$ cat src/sv/tdwp_pkg.sv
// Shared types, constants and the arctangent table of the waypoint controller.
`default_nettype none
package tdwp_pkg;

  localparam int NUM_REGS         = 7;
  localparam int MAX_RESULTS      = 5;
  localparam int ZERO_REPEATS_DEF = 5;
  localparam int CORDIC_STEPS     = 16;
  localparam int SQRT_STEPS       = 18;

  localparam logic [2:0] REG_TURN_KP  = 3'd0;
  localparam logic [2:0] REG_TURN_KI  = 3'd1;
  localparam logic [2:0] REG_TURN_KD  = 3'd2;
  localparam logic [2:0] REG_DRIVE_KP = 3'd3;
  localparam logic [2:0] REG_DRIVE_KI = 3'd4;
  localparam logic [2:0] REG_DRIVE_KD = 3'd5;
  localparam logic [2:0] REG_STEP     = 3'd6;

  localparam logic [15:0] RST_TURN_KP  = 16'd2048;
  localparam logic [15:0] RST_TURN_KI  = 16'd164;
  localparam logic [15:0] RST_TURN_KD  = 16'd819;
  localparam logic [15:0] RST_DRIVE_KP = 16'd2048;
  localparam logic [15:0] RST_DRIVE_KI = 16'd41;
  localparam logic [15:0] RST_DRIVE_KD = 16'd901;
  localparam logic [15:0] RST_STEP     = 16'd20;

  localparam logic [1:0] PH_ORIENT  = 2'd0;
  localparam logic [1:0] PH_DRIVE   = 2'd1;
  localparam logic [1:0] PH_REACHED = 2'd2;

  localparam logic signed [18:0] TOL_ALPHA     = 19'sd41;
  localparam logic signed [18:0] TOL_RHO       = 19'sd82;
  localparam logic signed [15:0] PRELOAD_DRIVE = 16'sd3686;
  localparam logic signed [15:0] PRELOAD_TURN  = 16'sd12288;
  localparam logic signed [19:0] HALF_PI_Q16   = 20'sd102944;

  typedef struct packed {
    logic [15:0] turn_kp;
    logic [15:0] turn_ki;
    logic [15:0] turn_kd;
    logic [15:0] drive_kp;
    logic [15:0] drive_ki;
    logic [15:0] drive_kd;
    logic [15:0] step;
  } cfg_t;

  typedef enum logic [3:0] {
    ST_IDLE, ST_CORDIC, ST_SQ_X, ST_SQ_Y, ST_SUM, ST_SQRT, ST_ERR,
    ST_MUL_I, ST_INTEG, ST_ACC_P, ST_ACC_D, ST_ACC_I, ST_FINISH, ST_OUT
  } state_t;

  function automatic logic [15:0] atan_q16(input logic [3:0] i);
    logic [15:0] v;
    unique case (i)
      4'd0:  v = 16'd51472;
      4'd1:  v = 16'd30386;
      4'd2:  v = 16'd16055;
      4'd3:  v = 16'd8150;
      4'd4:  v = 16'd4091;
      4'd5:  v = 16'd2047;
      4'd6:  v = 16'd1024;
      4'd7:  v = 16'd512;
      4'd8:  v = 16'd256;
      4'd9:  v = 16'd128;
      4'd10: v = 16'd64;
      4'd11: v = 16'd32;
      4'd12: v = 16'd16;
      4'd13: v = 16'd8;
      4'd14: v = 16'd4;
      default: v = 16'd2;
    endcase
    return v;
  endfunction

endpackage
`default_nettype wire

$ cat src/sv/tdwp_cfg.sv
// Gain and time step register bank behind the APB-style port.
`default_nettype none
module tdwp_cfg
  import tdwp_pkg::*;
(
  input  wire logic        clk,
  input  wire logic        rst,
  input  wire logic        psel,
  input  wire logic        penable,
  input  wire logic        pwrite,
  input  wire logic [4:0]  paddr,
  input  wire logic [31:0] pwdata,
  output logic [31:0]      prdata,
  output logic             pready,
  output cfg_t             cfg
);

  logic [15:0] regs [NUM_REGS];
  logic [2:0]  idx;
  logic        idx_ok;

  assign idx    = paddr[4:2];
  assign idx_ok = (32'(idx) < NUM_REGS);
  assign pready = 1'b1;

  always_ff @(posedge clk) begin
    if (rst) begin
      regs[REG_TURN_KP]  <= RST_TURN_KP;
      regs[REG_TURN_KI]  <= RST_TURN_KI;
      regs[REG_TURN_KD]  <= RST_TURN_KD;
      regs[REG_DRIVE_KP] <= RST_DRIVE_KP;
      regs[REG_DRIVE_KI] <= RST_DRIVE_KI;
      regs[REG_DRIVE_KD] <= RST_DRIVE_KD;
      regs[REG_STEP]     <= RST_STEP;
    end else if (psel && penable && pwrite && idx_ok) begin
      regs[idx] <= pwdata[15:0];
    end
  end

  always_comb begin
    prdata = 32'd0;
    if (idx_ok) begin
      prdata = {16'd0, regs[idx]};
    end
  end

  assign cfg.turn_kp  = regs[REG_TURN_KP];
  assign cfg.turn_ki  = regs[REG_TURN_KI];
  assign cfg.turn_kd  = regs[REG_TURN_KD];
  assign cfg.drive_kp = regs[REG_DRIVE_KP];
  assign cfg.drive_ki = regs[REG_DRIVE_KI];
  assign cfg.drive_kd = regs[REG_DRIVE_KD];
  assign cfg.step     = regs[REG_STEP];

endmodule
`default_nettype wire

$ cat src/sv/turn_then_drive_waypoint_pid_unit.sv
// Turn-then-drive waypoint controller: sequencer around one shared multiplier.
// Input channel (in_valid/in_stall) carries one control tick: pose and goal.
// Output channel (out_valid/out_stall) returns one to MAX_RESULTS commands per
// tick; last marks the final one. Gains and the time step sit behind the APB
// port; the user writes them only while the block is idle, which the block
// does not enforce. One tick is worked at a time; in_stall stays high from
// acceptance until the last result transfer. Orient ticks run a 16-step
// CORDIC, drive ticks two squares, a sum and an 18-step square root, both
// followed by an error step and the PID steps on the shared multiplier; an
// error within tolerance skips the PID steps. Stopped, missing-goal and
// reached ticks raise out_valid in the cycle after acceptance. The next tick
// can be accepted in the cycle after the last result transfer.
// Reset (synchronous, active high) restores the register defaults, enters the
// orient phase, clears both integrators and the held commands and preloads
// the last command with 3.0. A stalled result holds until out_stall drops.
`default_nettype none
module turn_then_drive_waypoint_pid_unit
  import tdwp_pkg::*;
#(
  parameter int ZERO_REPEATS = ZERO_REPEATS_DEF
) (
  input  wire logic               clk,
  input  wire logic               rst,
  input  wire logic               in_valid,
  output logic                    in_stall,
  input  wire logic signed [15:0] pos_x,
  input  wire logic signed [15:0] pos_y,
  input  wire logic signed [14:0] heading,
  input  wire logic signed [15:0] goal_x,
  input  wire logic signed [15:0] goal_y,
  input  wire logic               goal_valid,
  output logic                    out_valid,
  input  wire logic               out_stall,
  output logic signed [15:0]      linear_cmd,
  output logic signed [15:0]      angular_cmd,
  output logic                    publish,
  output logic                    advance_goal,
  output logic                    done_res,
  output logic                    last,
  input  wire logic               psel,
  input  wire logic               penable,
  input  wire logic               pwrite,
  input  wire logic [4:0]         paddr,
  input  wire logic [31:0]        pwdata,
  output logic [31:0]             prdata,
  output logic                    pready
);

  localparam int NZero = (ZERO_REPEATS < MAX_RESULTS) ? ZERO_REPEATS : MAX_RESULTS;
  localparam int CntW  = $clog2(MAX_RESULTS + 1);

  cfg_t cfg;

  tdwp_cfg u_cfg (
    .clk     (clk),
    .rst     (rst),
    .psel    (psel),
    .penable (penable),
    .pwrite  (pwrite),
    .paddr   (paddr),
    .pwdata  (pwdata),
    .prdata  (prdata),
    .pready  (pready),
    .cfg     (cfg)
  );

  state_t state, state_next;

  logic [1:0]         phase;
  logic               stopped;
  logic signed [15:0] last_command;
  logic signed [31:0] turn_integral;
  logic signed [31:0] drive_integral;
  logic signed [15:0] held_linear;
  logic signed [15:0] held_angular;

  logic signed [16:0] dx, dy;
  logic signed [14:0] head;
  logic signed [31:0] cx, cy;
  logic signed [19:0] cz;
  logic               zflag;
  logic [4:0]         iter;
  logic [35:0]        sq;
  logic [36:0]        sr;
  logic [35:0]        sbit;
  logic signed [18:0] err;
  logic signed [51:0] prod, acc;
  logic signed [32:0] mul_a;
  logic signed [18:0] mul_b;
  logic signed [51:0] mul_out;

  logic signed [15:0] res_lin, res_ang;
  logic               res_pub, res_adv, res_done;
  logic [CntW-1:0]    cnt;

  logic               in_fire, out_fire;
  logic signed [16:0] dx_in, dy_in;
  logic signed [31:0] x0, y0;
  logic signed [31:0] xs, ys;
  logic signed [19:0] atan_s;
  logic signed [19:0] zsel;
  logic signed [20:0] adiff;
  logic signed [16:0] ashift;
  logic signed [18:0] angle_err;
  logic signed [18:0] err_now;
  logic               tol_hit;
  logic [36:0]        trial;
  logic signed [31:0] integ_sel;
  logic [15:0]        kp_sel, ki_sel, kd_sel;
  logic signed [39:0] inc;
  logic signed [40:0] integ_sum;
  logic signed [31:0] integ_new;
  logic signed [39:0] cmd_r;
  logic signed [15:0] cmd;

  assign in_fire  = in_valid && !in_stall;
  assign out_fire = out_valid && !out_stall;

  assign dx_in = {goal_x[15], goal_x} - {pos_x[15], pos_x};
  assign dy_in = {goal_y[15], goal_y} - {pos_y[15], pos_y};
  assign x0    = {{3{dx_in[16]}}, dx_in, 12'd0};
  assign y0    = {{3{dy_in[16]}}, dy_in, 12'd0};

  assign xs     = cx >>> iter[3:0];
  assign ys     = cy >>> iter[3:0];
  assign atan_s = signed'({4'd0, atan_q16(iter[3:0])});

  assign zsel   = zflag ? 20'sd0 : cz;
  assign adiff  = 21'(zsel) - (21'(head) <<< 4) + 21'sd8;
  assign ashift = 17'(adiff >>> 4);
  always_comb begin
    if (ashift > 17'sd32767) begin
      angle_err = 19'sd32767;
    end else if (ashift < -17'sd32768) begin
      angle_err = -19'sd32768;
    end else begin
      angle_err = 19'(ashift);
    end
  end

  assign err_now = (phase == PH_ORIENT) ? angle_err : signed'(sr[18:0]);
  assign tol_hit = (phase == PH_ORIENT) ? (err_now >= -TOL_ALPHA && err_now <= TOL_ALPHA)
                                        : (err_now <= TOL_RHO);

  assign trial = sr + {1'b0, sbit};

  assign integ_sel = (phase == PH_ORIENT) ? turn_integral : drive_integral;
  assign kp_sel    = (phase == PH_ORIENT) ? cfg.turn_kp : cfg.drive_kp;
  assign ki_sel    = (phase == PH_ORIENT) ? cfg.turn_ki : cfg.drive_ki;
  assign kd_sel    = (phase == PH_ORIENT) ? cfg.turn_kd : cfg.drive_kd;

  assign inc       = 40'((prod + 52'sd2048) >>> 12);
  assign integ_sum = 41'(integ_sel) + 41'(inc);
  always_comb begin
    if (integ_sum > 41'sd2147483647) begin
      integ_new = 32'sh7fffffff;
    end else if (integ_sum < -41'sd2147483648) begin
      integ_new = 32'sh80000000;
    end else begin
      integ_new = 32'(integ_sum);
    end
  end

  assign cmd_r = 40'((acc + 52'sd2048) >>> 12);
  always_comb begin
    if (cmd_r > 40'sd32767) begin
      cmd = 16'sd32767;
    end else if (cmd_r < -40'sd32768) begin
      cmd = -16'sd32768;
    end else begin
      cmd = 16'(cmd_r);
    end
  end

  always_comb begin
    unique case (state)
      ST_SQ_X: begin
        mul_a = 33'(dx);
        mul_b = 19'(dx);
      end
      ST_SQ_Y: begin
        mul_a = 33'(dy);
        mul_b = 19'(dy);
      end
      ST_MUL_I: begin
        mul_a = 33'(err);
        mul_b = signed'({3'd0, cfg.step});
      end
      ST_INTEG: begin
        mul_a = 33'(err);
        mul_b = signed'({3'd0, kp_sel});
      end
      ST_ACC_P: begin
        mul_a = 33'(last_command);
        mul_b = signed'({3'd0, kd_sel});
      end
      ST_ACC_D: begin
        mul_a = 33'(integ_sel);
        mul_b = signed'({3'd0, ki_sel});
      end
      default: begin
        mul_a = 33'sd0;
        mul_b = 19'sd0;
      end
    endcase
  end
  assign mul_out = 52'(mul_a) * 52'(mul_b);

  always_comb begin
    state_next = state;
    unique case (state)
      ST_IDLE: begin
        if (in_valid) begin
          if (stopped || !goal_valid) begin
            state_next = ST_OUT;
          end else if (phase == PH_ORIENT) begin
            state_next = ST_CORDIC;
          end else if (phase == PH_DRIVE) begin
            state_next = ST_SQ_X;
          end else begin
            state_next = ST_OUT;
          end
        end
      end
      ST_CORDIC: begin
        if (iter == 5'(CORDIC_STEPS - 1)) begin
          state_next = ST_ERR;
        end
      end
      ST_SQ_X:   state_next = ST_SQ_Y;
      ST_SQ_Y:   state_next = ST_SUM;
      ST_SUM:    state_next = ST_SQRT;
      ST_SQRT: begin
        if (iter == 5'(SQRT_STEPS - 1)) begin
          state_next = ST_ERR;
        end
      end
      ST_ERR:    state_next = tol_hit ? ST_OUT : ST_MUL_I;
      ST_MUL_I:  state_next = ST_INTEG;
      ST_INTEG:  state_next = ST_ACC_P;
      ST_ACC_P:  state_next = ST_ACC_D;
      ST_ACC_D:  state_next = ST_ACC_I;
      ST_ACC_I:  state_next = ST_FINISH;
      ST_FINISH: state_next = ST_OUT;
      ST_OUT: begin
        if (out_fire && cnt == CntW'(1)) begin
          state_next = ST_IDLE;
        end
      end
      default:   state_next = ST_IDLE;
    endcase
  end

  always_comb begin
    in_stall     = (state != ST_IDLE);
    out_valid    = (state == ST_OUT);
    linear_cmd   = res_lin;
    angular_cmd  = res_ang;
    publish      = res_pub;
    advance_goal = res_adv;
    done_res     = res_done;
    last         = (cnt == CntW'(1));
  end

  always_ff @(posedge clk) begin
    if (rst) begin
      state <= ST_IDLE;
    end else begin
      state <= state_next;
    end
  end

  always_ff @(posedge clk) begin
    if (rst) begin
      phase          <= PH_ORIENT;
      stopped        <= 1'b0;
      last_command   <= PRELOAD_TURN;
      turn_integral  <= 32'sd0;
      drive_integral <= 32'sd0;
      held_linear    <= 16'sd0;
      held_angular   <= 16'sd0;
      cnt            <= '0;
    end else begin
      unique case (state)
        ST_IDLE: begin
          if (in_fire) begin
            dx   <= dx_in;
            dy   <= dy_in;
            head <= heading;
            iter <= 5'd0;
            cnt  <= CntW'(1);
            res_adv  <= 1'b0;
            res_done <= 1'b0;
            zflag    <= (dx_in == 17'sd0) && (dy_in == 17'sd0);
            if (!dx_in[16]) begin
              cx <= x0;
              cy <= y0;
              cz <= 20'sd0;
            end else if (!dy_in[16]) begin
              cx <= y0;
              cy <= -x0;
              cz <= HALF_PI_Q16;
            end else begin
              cx <= -y0;
              cy <= x0;
              cz <= -HALF_PI_Q16;
            end
            if (stopped) begin
              res_lin  <= 16'sd0;
              res_ang  <= 16'sd0;
              res_pub  <= 1'b0;
              res_done <= 1'b1;
            end else if (!goal_valid) begin
              held_linear  <= 16'sd0;
              held_angular <= 16'sd0;
              stopped      <= 1'b1;
              res_lin      <= 16'sd0;
              res_ang      <= 16'sd0;
              res_pub      <= 1'b1;
              res_done     <= 1'b1;
            end else if (phase != PH_ORIENT && phase != PH_DRIVE) begin
              phase   <= PH_ORIENT;
              res_lin <= held_linear;
              res_ang <= held_angular;
              res_pub <= 1'b0;
              res_adv <= 1'b1;
            end
          end
        end
        ST_CORDIC: begin
          iter <= iter + 5'd1;
          if (!cy[31]) begin
            cx <= cx + ys;
            cy <= cy - xs;
            cz <= cz + atan_s;
          end else begin
            cx <= cx - ys;
            cy <= cy + xs;
            cz <= cz - atan_s;
          end
          if (iter == 5'(CORDIC_STEPS - 1)) begin
            iter <= 5'd0;
          end
        end
        ST_SQ_X: begin
          prod <= mul_out;
        end
        ST_SQ_Y: begin
          sq   <= prod[35:0];
          prod <= mul_out;
        end
        ST_SUM: begin
          sq   <= sq + prod[35:0];
          sr   <= 37'd0;
          sbit <= 36'd1 << 34;
          iter <= 5'd0;
        end
        ST_SQRT: begin
          iter <= iter + 5'd1;
          sbit <= sbit >> 2;
          if ({1'b0, sq} >= trial) begin
            sq <= 36'({1'b0, sq} - trial);
            sr <= (sr >> 1) + {1'b0, sbit};
          end else begin
            sr <= sr >> 1;
          end
        end
        ST_ERR: begin
          err <= err_now;
          if (tol_hit) begin
            cnt     <= CntW'(NZero);
            res_pub <= 1'b1;
            if (phase == PH_ORIENT) begin
              phase         <= PH_DRIVE;
              turn_integral <= 32'sd0;
              held_angular  <= 16'sd0;
              last_command  <= PRELOAD_DRIVE;
              res_lin       <= held_linear;
              res_ang       <= 16'sd0;
            end else begin
              phase          <= PH_REACHED;
              drive_integral <= 32'sd0;
              held_linear    <= 16'sd0;
              last_command   <= PRELOAD_TURN;
              res_lin        <= 16'sd0;
              res_ang        <= held_angular;
            end
          end
        end
        ST_MUL_I: begin
          prod <= mul_out;
        end
        ST_INTEG: begin
          if (phase == PH_ORIENT) begin
            turn_integral <= integ_new;
          end else begin
            drive_integral <= integ_new;
          end
          prod <= mul_out;
        end
        ST_ACC_P: begin
          acc  <= prod;
          prod <= mul_out;
        end
        ST_ACC_D: begin
          acc  <= acc - prod;
          prod <= mul_out;
        end
        ST_ACC_I: begin
          acc <= acc + prod;
        end
        ST_FINISH: begin
          last_command <= cmd;
          res_pub      <= 1'b1;
          if (phase == PH_ORIENT) begin
            held_angular <= cmd;
            res_lin      <= held_linear;
            res_ang      <= cmd;
          end else begin
            held_linear <= cmd;
            res_lin     <= cmd;
            res_ang     <= held_angular;
          end
        end
        ST_OUT: begin
          if (out_fire) begin
            cnt <= cnt - CntW'(1);
          end
        end
        default: begin
        end
      endcase
    end
  end

endmodule
`default_nettype wire
$ cat config.mk
export PLATFORM = sky130hd
export DESIGN_NAME = turn_then_drive_waypoint_pid_unit
export DESIGN_NICKNAME = d
export VERILOG_FILES = /design/src/sv/tdwp_pkg.sv /design/src/sv/tdwp_cfg.sv /design/src/sv/turn_then_drive_waypoint_pid_unit.sv
export SDC_FILE = /design/constraint.sdc
export NUM_CORES = 2
export LEC_CHECK = 0
export BUFFER_PORTS_ARGS = -buffer_cell sky130_fd_sc_hd__buf_2
export CORE_MARGIN = 3
export CORE_UTILIZATION = 48
export DETAILED_ROUTE_END_ITERATION = 10
export MAX_ROUTING_LAYER = met4
export PLACE_DENSITY = 0.64
export SLEW_MARGIN = 20
export SYNTH_ARGS = -nofsm -noshare
export SYNTH_HDL_FRONTEND = slang
export SYNTH_HIERARCHICAL = 1
export SYNTH_SLANG_ARGS = --single-unit
$ cat constraint.sdc
create_clock -name clk -period 10.68 [get_ports clk]
set_input_delay 2.67 -clock clk [delete_from_list [all_inputs] [get_ports clk]]
set_output_delay 2.67 -clock clk [all_outputs]
set_load 0.01 [all_outputs]
==> flow_summary.ini <==
[power]
power_leakage_nw = 36.1
p_total_mw = 23.1
power_density_mw_per_mm2 = 287
peakVddDrop_uv = 229

[drt]
via_per_inst = 5.88
vias = 61705
wl_per_cell_um = 21.8
post-route-drc-count = 0
wirelength_mm = 229
drt-pass1-iter-count = 9
drtIter0Drc = 5448
antenna_left = 0

[final_layout]
nets = 9628
design_area_mm2 = 0.0802
final_common_cell = nand2_1
syn2layout_area_growth_pct = 8.57
drive_gt1_share_pct = 8.40
final_cell_mix = nand2_1 (1093), inv_1 (842), nor2_1 (659)
instances_no_fill = 10498

[cts]
cts.sinks = 654
tritoncts = done
cts_made_buffers = 79
cts_hold_buf = 0
cts_buffer_depth = 3
post_cts_buffers = 0
h-tree-depth = 3
clkTransAtPathRegs_ps = 60
root_buffer = clkbuf_16
cts.repair.resized = 0
clk_latency_ps = 720

[die]
rows = 143
die-area_mm2 = 0.159
initial_core_util_pct = 48.5
ios = 195
die_y_um = 398
chipWidth_um = 398
coreArea_mm2 = 0.152

[placed_design]
dpl_cell_area_mm2 = 0.0774
dp_cells = 10342
gp_congestion = 0.974
hpwl_mm = 178
port_buffers = 159

[worst_hold_path]
hold_class = reg2reg

[run_status]
status = complete, no violations

[sta]
finalCriticalPeriod_ps = 10230
skew_ps = 48.5
slew_headroom_pct = 21.9
rsz0062_at_grt = no
fmax_mhz = 97.7
drv_slew = 0
tns_ps = 0
min_period_over_period_pct = 95.8
hold_viol = 0
worstMarginPinSlew_ps = 1140
setup_violations = 0

[synth]
synth_top_area_share_pct = 20.3
synth_seq_cells = 654
syn_avg_cell_area_um2 = 8.89
synthArstFlopShare_pct = 0
synth-edff-count = 500
syn-instance-count = 8307
synth-main-ff-cell = edfxtp_1
syn_area_mm2 = 0.0739
synth_top_area_cell = edfxtp_1
synth.distinct_cells = 106
synth_warnings = 6
synth_area_leaders = edfxtp_1 (20%), fa_1 (16%), ha_1 (8.6%)
yosysSeqAreaShare_pct = 24.5

[worst_setup_path]
cp-start-kind = flip-flop
critPathArrivalTime_ps = 10690
worstSetupPathType = reg2reg
endpoint_kind = flip-flop
cp.required_ps = 11140
critical-path-slowest-cell = dfxtp_1
critPathMaxStageDelay_ps = 620
crit_top_cell = fa_1
path_max_fanout = 21

[grt]
grt_start_max_net_pins = 94
grt.overflow.total = 0
grt_antenna_before_repair = 20
grt_pass1_wl_mm = 351
grt_pass1_vias = 60366
grt.total_usage_pct = 29.4

[job]
drv_cap = 0
power by group:
part / leakage [nW] / switching, mW / internal (mW) / total, mW
sequential: 5.93 / 0.575 / 3.60 / 4.17
combinational: 28.8 / 9.70 / 6.31 / 16.0
clock: 1.31 / 1.21 / 1.66 / 2.87
path summary, 6_finish.rpt:
| check | from | to | slack, ps | cells after the start |
|---|---|---|---|---|
| worst max-delay path | state[3]$_SDFFE_PP0P_ | prod[50]$_DFFE_PP_ | 450 | 30 |
| worst min register to register | held_linear[15]$_SDFFE_PP0P_ | held_linear[15]$_SDFFE_PP0P_ | 460 | 1 |
| worst min-delay path | held_linear[15]$_SDFFE_PP0P_ | held_linear[15]$_SDFFE_PP0P_ | 460 | 1 |
| worst max register to register | state[3]$_SDFFE_PP0P_ | prod[50]$_DFFE_PP_ | 450 | 30 |
metal layers:
layer	wire length, um	track usage [%]	up-vias
met1	96300	38.2	30264
met4	9720	10.6	0
met5	0	-	-
li1	-	-	28692
met3	18500	5.40	442
met2	104000	46.0	2307
cells in the mapped netlist, types with 20 or more instances:
library cell	number
nor4_1	29
ha_1	509
a31oi_1	78
o31ai_1	44
o21ai_0	416
or3_1	48
nor2_1	668
a21o_1	176
o21bai_1	51
o21a_1	72
o211ai_1	51
buf_2	29
a22oi_1	22
a211oi_1	49
xor2_1	239
buf_4	26
and3_1	105
mux2_2	22
o2bb2ai_1	20
o22ai_1	31
nor2b_1	76
nand2_1	1095
fa_1	601
xnor2_1	308
nand4_1	46
nand3_1	141
mux2i_1	212
buf_1	38
clkbuf_1	304
edfxtp_1	500
dfxtp_1	154
mux4_2	72
and2_1	141
or2_2	23
a21boi_0	26
a221o_1	25
a21oi_1	424
a31o_2	30
a22o_1	20
a221oi_1	27
nor3_1	138
nand2b_1	96
inv_1	842
per-stage QoR:
stage	hold WS, ps	setup slack [ps]	util [%]
after detailed placement	441	466	50.8
final	456	448	52.6
after floorplan	426	753	-
after global placement	434	531	50.8
after global routing	476	89.4	52.6
after CTS	457	451	52.6
state kept, by name, summed over array words and instances (netlist names), 17 cells and up:
signal / cells
cx: 32
dx: 17
turn_integral: 32
sbit: 18
drive_integral: 32
cz: 20
dy: 17
err: 19
sq: 36
sr: 37
prod: 52
u_cfg/regs: 128
acc: 52
cy: 32
final cells by class:
| cell class | instances | area, um2 |
|---|---|---|
| Sequential cell | 654 | 18100 |
| Tap cell | 2030 | 2540 |
| Antenna cell | 8 | 20.0 |
| Multi-Input combinational cell | 6442 | 51200 |
| Fill cell | 14024 | 72200 |
| Timing Repair Buffer | 370 | 2450 |
| Inverter | 847 | 3180 |
| Clock inverter | 37 | 490 |
| Clock buffer | 110 | 2250 |
critical path, delay by kind of cell (launching register included):
kind / cells / cell delay, ps
simple gates: 4 / 770
fa+ha+maj: 8 / 3770
xor+xnor: 1 / 110
flops: 1 / 620
compound gates: 11 / 3700
buf+inv: 6 / 1000
logic make-up (layout without fill, tap and decap cells):
group / count (synthesis) / in the layout / synth area share (%)
AOI/OAI and AO/OA: 1723 / 1723 / 15.1
xor gates and xnor gates: 547 / 547 / 6.48
adders and majority gates: 1111 / 1111 / 24.9
buffers and inverters: 1257 / 1364 / 6.77
DFF: 654 / 654 / 24.5
muxes: 306 / 306 / 5.40
other: 4 / 58 / 0.0203
and+or+nand+nor: 2705 / 2705 / 16.8
Power figures use the tool's default switching activity.
